<file path="config.mk">
export PLATFORM = sky130hd
export DESIGN_NAME = sts_ram
export DESIGN_NICKNAME = d
export VERILOG_FILES = /design/src/rtl/sts_ram.sv
export SDC_FILE = /design/constraint.sdc
export NUM_CORES = 1
export LEC_CHECK = 0
export ABC_CLOCK_PERIOD_IN_PS = 2820
export BUFFER_PORTS_ARGS = -buffer_cell sky130_fd_sc_hd__buf_4
export CORE_UTILIZATION = 23
export DETAILED_ROUTE_END_ITERATION = 7
export PLACE_DENSITY = 0.45
export SYNTH_ARGS = -nofsm -noshare
export SYNTH_HDL_FRONTEND = slang
export SYNTH_SLANG_ARGS = --single-unit
</file>
<file path="constraint.sdc">
create_clock -name clk -period 2.82 [get_ports clk]
set_input_delay 0.423 -clock clk [delete_from_list [all_inputs] [get_ports clk]]
set_output_delay 0.423 -clock clk [all_outputs]
set_load 0.01 [all_outputs]
</file>
<file path="src/rtl/sts_ram.sv">
// ----------------------------------------------------------------------------
// sts_ram: generic single-port-write RAM
// One write port, one read port, read data registered.
// ----------------------------------------------------------------------------
module sts_ram #(
    parameter int WIDTH = 8,
    parameter int DEPTH = 8,
    localparam int AW   = (DEPTH > 1) ? $clog2(DEPTH) : 1
) (
    input  logic             clk,
    input  logic             we,
    input  logic [AW-1:0]    waddr,
    input  logic [WIDTH-1:0] wdata,
    input  logic             re,
    input  logic [AW-1:0]    raddr,
    output logic [WIDTH-1:0] rdata
);

    logic [WIDTH-1:0] mem_reg [DEPTH];
    logic [WIDTH-1:0] rdata_reg;

    always_ff @(posedge clk)
    begin
        if (we)
        begin
            mem_reg[waddr] <= wdata;
        end
        if (re)
        begin
            rdata_reg <= mem_reg[raddr];
        end
    end

    assign rdata = rdata_reg;

endmodule

</file>
==> summary.md, run 1 <==
| Metric | Value |
|---|---|
| Status | complete, but fails checks |
| Failing checks | design-rule violations |
| Die H | 112 microns |
| Gate Count Post-Synth | around 110 |
| First-pass GRT wire length | roughly 7500 microns |
| CTS tree | done |
| Final min period | around 1500 ps |
| Synth Cell Area | 2770 sq um |
| Crit Reg-Reg Startpoint | mem_reg[2][2]$_DFFE_PP_ |
| Req. time, crit path | roughly 2900 ps |
| Sw frac | 19.4% |
| Initial Utilization | a little under a quarter |
| Fin Setup TNS | 0 ps |
| Initial antenna violation count | 0 |
| Leakage | about 1.2 nW |
| Routed Antenna Nets | 0 |
| P_sw | between 0.4 and 0.5 mW |
| Clock slew at reported path FFs | approximately 50 ps |
| Area of the multi-input gates | between 500 and 600 sq um |
| Combinational share of power | under 10% |
| Initial DRC Count | 31 |
| Post-CTS sizing | 0 |
| Row cnt | 39 |
| CP max stage cell | mux4_1 |
| Cell Pwr Density | 684 nW/um^2 |
| Avg Vias per Cell | between 4 and 5 |
| HP Class | primary input to register |
| Worst slew pin tran | between 500 and 600 ps |
| DRT Wirelength | about 5000 microns |
| Overall via count from detail_route | around 1200 |
| Period utilization | 52.0% |
| Largest net degree at the start of global routing | 17 |
| CTS Hold Buffers Added | 0 |
| FF-to-FF path depth | 2 |
| Hold Fails Final Rpt | 0 |
| GR Overflow Total | 0 |
| Top routing layer in use | met4 |
| Final Util | 29.4% |
| Crit path capture | rdata[1]$_DFFE_PP_ |
| Sequential Area | 2160 sq um |
| Die area | approximately 12000 sq um |
| Max-slew violation count | 0 |
| Total Nets Final | between 150 and 200 |
| Core area | roughly 12000 sq um |
| Crit path cell chain | buf_4 -> mux4_1 -> mux2_2 |
| Synth Area per Inst | about 24 sq um |
| CTS Buf Count | 9 |
| Fillers | between 1000 and 1500 |
| Die X-Extent | around 110 microns |
| Slew margin rel. | between 60 and 70% |
| Internal power | roughly 1.9 mW |
| Peak VDD IR | ~0.00026 V |
| Clk Tree Root Cell | clkbuf_16 |
| Share of the yosys chip area belonging to registers | between 70% and 80% |
| Final setup vio count | 0 |
| PortBufs | 24 |
| Met1 Routed Length | 1880 microns |
| Crit start category | primary input |
| Top-level port count | 25 |
| Max-cap violations | 0 |
| GRT Total Usage | 8.80% |
| CP startpoint | raddr[0] |
| Synth cell types | 13 |
| FF+latch count, synth | just over 70 |
| DR WL/cell | between 15 and 20 microns |
| Crit-path max cell delay | between 500 and 600 ps |
| Clk sink count | 72 |
| Max reg flops | 64 |
| Crit Reg-Reg Endpoint | rdata[2]$_DFFE_PP_ |
| Clk_lat worst skew | roughly 320 ps |
| Most frequent cells in the layout | edfxtp_1 (72), buf_4 (32), mux4_1 (15) |
| Synth warnings | 0 |
| H-tree levels | 3 |
| Clk pwr share | between 40% and 50% |
| CP max FO | 16 |
| DRC | 5 |
| Longest Clk Path Bufs | 2 |
| Clk_skew | approximately 4 ps |
| WP data arrival | 1540 ps |
| Detail Placement HPWL | 3300 microns |
| Reg power frac | 52.9% |
| Wire length on met2 | about 2800 microns |
| R2R setup slack | roughly 1400 ps |
| Fmax | 682 MHz |
| Met3 wire length | between 200 and 250 microns |
| Number of global-route vias before repair | ~1300 |
| Post-Syn Nets | approximately 130 |
| Area grow syn2layout | 22.8% |
| Kind of end point of the critical path | register |
| Antenna cell count | 0 |
| Kind of critical path | primary input to register |
| Routability cong. | ~0.64 |
| Layout cells sized above 1 | 34.4% |
| Post-CTS setup buffers | 0 |
| RSZ-0062 raised after global routing | no |
| Most common cell after layout, fill and taps aside | edfxtp_1 |
| First-pass detailed-route iteration total | 6 |
-- worst max-delay path: cells and delay by family --
family,cells,cell delay (ps)
mux,2,860
buf+inv,1,250
-- through the flow --
step	hold slack [ps]	instance area [sq um]	cells	setup slack, ps	power (mW)
2_1_floorplan	522	2770	114	1110	1.32
3_3_place_gp	649	3150	284	993	1.38
3_5_place_dp	660	3150	284	996	1.39
4_1_cts	320	3400	300	1340	2.35
5_1_grt	324	3400	300	1320	2.41
6_report	335	3400	300	1350	2.33
-- layer usage --
metal	up-vias	global-route usage (%)
met1	618	8.75
met3	12	2.67
met5	-	0
li1	564	-
met4	0	5.95
met2	31	15.8
-- worst min-delay path by stage --
stage          startpoint                      end  depth (start not counted)
2_1_floorplan    wdata[0]  mem_reg[0][0]$_DFFE_PP_                          0
3_3_place_gp     wdata[6]  mem_reg[1][6]$_DFFE_PP_                          1
3_5_place_dp     wdata[6]  mem_reg[0][6]$_DFFE_PP_                          1
4_1_cts          wdata[6]  mem_reg[0][6]$_DFFE_PP_                          1
5_1_grt          wdata[5]  mem_reg[1][5]$_DFFE_PP_                          1
6_report         wdata[5]  mem_reg[1][5]$_DFFE_PP_                          1
-- logic make-up after synthesis --
kind of cell,synth area share [%]
DFF,78.0
buffers and inverters,1.58
and+or+nand+nor,2.12
muxes,18.3
-- cells in the mapped netlist (all sizes together) --
cell,count,area [sq um]
nor2,6,22.5
edfxtp,72,2160
nand2,2,7.51
mux2,8,90.1
clkbuf,1,3.75
nor3,2,10.0
nand2b,3,18.8
mux4,16,417
buf,4,40.0
-- cell type report --
type / count / share of cell area, %
clock buffer: 11 / 6.84
clock inverter: 5 / 0.699
multi-input combinational: 37 / 16.6
sequential: 72 / 63.5
tap: 143 / 5.26
timing repair buffer: 32 / 7.06
-- power groups by stage --
stage	Sequential, mW	Combinational (mW)	Clock, mW
final	1.23	0.128	0.968
after floorplan	1.26	0.0647	0
after detailed placement	1.25	0.132	0
after global placement	1.25	0.129	0
after CTS	1.23	0.132	0.988
after global routing	1.24	0.139	1.04
(Power assumes the default switching activity.)
==> inputs of run 2 (changes only) <==
Settings changed: ABC_CLOCK_PERIOD_IN_PS 2820 to 1200, PLACE_DENSITY 0.45 to 0.46.
Clock period 2.82 ns to 1.2 ns, I/O delays scaled along.
==> summary.md, run 2 (synthesis results as in run 1) <==
| Metric | Value |
|---|---|
| Status | complete, but fails checks |
| Failing checks | design-rule violations, negative setup slack |
| Most frequent cells in the layout | edfxtp_1 (72), buf_4 (32), mux4_2 (16) |
| CP max stage cell | mux4_2 |
| Row cnt | 39 (unchanged) |
| Overall via count from detail_route | 1244 (+1.6%) |
| Crit Reg-Reg Startpoint | mem_reg[5][1]$_DFFE_PP_ |
| Max-cap violations | 0 (unchanged) |
| Kind of end point of the critical path | register |
| Area grow syn2layout | 26.0% |
| Crit path cell chain | mux4_2 -> mux2_4 |
| Routability cong. | 0.661 (+2.7%) |
| Number of global-route vias before repair | 1390 (+7.0%) |
| Die area | 12500 sq um (unchanged) |
| Core area | 11600 sq um (unchanged) |
| Hold EP | mem_reg[5][3]$_DFFE_PP_ |
| Initial DRC Count | 87 (+180%) |
| Crit Reg-Reg Endpoint | rdata[1]$_DFFE_PP_ |
| CTS tree | done |
| Final worst setup slack | -168 ps (-1520 ps) |
| Fin Setup TNS | -1230 ps (-1230 ps) |
| Die X-Extent | 112 microns (unchanged) |
| Min-delay src | wdata[3] |
| Die H | 112 microns (unchanged) |
| Longest Clk Path Bufs | 2 (unchanged) |
| Clk_skew | 4.23 ps (+0.270 ps) |
| Clk Tree Root Cell | clkbuf_16 |
| Final min period | roughly 1400 ps |
| Hold Crit Depth | 1 (unchanged) |
| DRT Wirelength | 5200 microns (+3.4%) |
| Placement Cell Area | 3160 sq um (+0.52%) |
| Fillers | 1091 (-0.73%) |
| Cells after DPL | 286 (+0.70%) |
| Final cell count without fillers | 302 (+0.67%) |
| R2R setup slack | -170 ps (-1600 ps) |
| Worst slew pin tran | 241 ps (-327 ps) |
| Antenna cell count | 0 (unchanged) |
| Final setup vio count | 8 (+8) |
| Crit-path max cell delay | 470 ps (-110 ps) |
| PortBufs | 24 (unchanged) |
| First-pass GRT wire length | 7940 microns (+5.7%) |
| Post-CTS setup buffers | 0 (unchanged) |
| GRT Total Usage | 9.06% (+0.26 points) |
| Total Nets Final | 171 (+1.2%) |
| Clock slew at reported path FFs | 60 ps (about the same) |
| Crit start category | register |
| Initial antenna violation count | 0 (unchanged) |
| CP startpoint | mem_reg[5][1]$_DFFE_PP_ |
| Sequential Area | 2160 sq um (unchanged) |
| Peak VDD IR | 0.000669 V (+160%) |
| Hold Fails Final Rpt | 0 (unchanged) |
| RSZ-0062 raised after global routing | yes |
| Fmax | roughly 730 MHz |
| Layout cells sized above 1 | 47.8% (+13 points) |
| Routed Antenna Nets | 0 (unchanged) |
| Kind of critical path | register to register |
| CTS Buf Count | 9 (unchanged) |
| WP data arrival | 1440 ps (-100 ps) |
| CTS Hold Buffers Added | 0 (unchanged) |
| Initial Utilization | 24.0% (unchanged) |
| Max reg flops | 64 (unchanged) |
| Detail Placement HPWL | 3400 microns (+3.2%) |
| WHS | 85.3 ps (-249 ps) |
| Most common cell after layout, fill and taps aside | edfxtp_1 |
| GR Overflow Total | 0 (unchanged) |
| Top-level port count | 25 (unchanged) |
| Clk sink count | 72 (unchanged) |
| Leakage | 1.18 nW (+1.6%) |
| Cell Pwr Density | 1730 nW/um^2 (+150%) |
| Area of the multi-input gates | 549 sq um (-2.9%) |
| HP Class | primary input to register |
| Largest net degree at the start of global routing | 17 (unchanged) |
| Slew margin rel. | 84.0% (+22 points) |
| Clk_lat worst skew | 320 ps (about the same) |
| DR WL/cell | 17.2 microns (+2.7%) |
| Period utilization | 114% |
| Total power | 6.02 mW (+160%) |
| Final instance area | 3490 sq um (+2.6%) |
| H-tree levels | 3 (unchanged) |
| Avg Vias per Cell | 4.12 (+0.88%) |
| Max-slew violation count | 0 (unchanged) |
| DRC | 3 (-2) |
| Req. time, crit path | 1270 ps (-1620 ps) |
| FF-to-FF path depth | 2 (unchanged) |
| CP max FO | 1 (-15) |
| First-pass detailed-route iteration total | 6 (unchanged) |
-- run 2: changes by cell type in the layout (fill, tap and decap cells not counted) --
| cell | previous run | this run |
|---|---|---|
| buf_12 | 0 | 2 |
| bufinv_16 | 0 | 2 |
| clkbuf_1 | 2 | 0 |
| clkinv_1 | 1 | 0 |
| clkinv_2 | 4 | 2 |
| clkinv_4 | 0 | 1 |
| clkinvlp_4 | 0 | 1 |
| inv_6 | 0 | 1 |
| mux2_2 | 8 | 0 |
| mux2_4 | 0 | 8 |
| mux4_1 | 15 | 0 |
| mux4_2 | 1 | 16 |
| nor3_1 | 2 | 0 |
| nor3_2 | 0 | 2 |
-- run 2: through the flow --
stage	utilization [%]	worst slack, ps
floorplan	-	-206
global placement	27.4	-297
detailed placement	27.4	-327
CTS	30.0	-179
global route	30.2	-212
finish	30.2	-168
-- run 2: critical path, delay by kind of cell (launching register included) --
kind | cells | cell delay [ps]
flip-flops | 1 | 370
multiplexers | 2 | 740
-- run 2: power breakdown --
part	switching (mW)	internal, mW
clock	0.951	1.82
combinational	0.159	0.195
sequential	0.0234	2.87
total	1.13	4.89
-- run 2: area by class of cell --
cell class / count / area share (%)
clock inverter: 7 / 2.72
sequential: 72 / 61.9
clock buffer: 9 / 6.45
tap: 143 / 5.13
multi-input combinational: 37 / 15.7
timing repair buffer: 34 / 8.03
-- run 2: repair_timing --
item / 4_1_cts / 5_1_grt
gates resized for setup: 8 / 6
endpoints found under the setup margin: 8 / 8
pin swaps: 0 / 0
-- run 2: worst max-delay path by stage --
stage                                     to  cells after the start
after floorplan           rdata[0]$_DFFE_PP_                      4
after global placement    rdata[4]$_DFFE_PP_                      4
after detailed placement  rdata[1]$_DFFE_PP_                      4
after CTS                 rdata[6]$_DFFE_PP_                      2
after global routing      rdata[1]$_DFFE_PP_                      2
final                     rdata[1]$_DFFE_PP_                      2
-- run 2: routing by layer --
metal	vias up	GRT usage (%)	wire [microns]
met5	-	0	0
met4	0	4.95	112
met3	12	2.12	174
met2	27	15.4	2680
met1	650	10.5	2240
li1	555	-	-
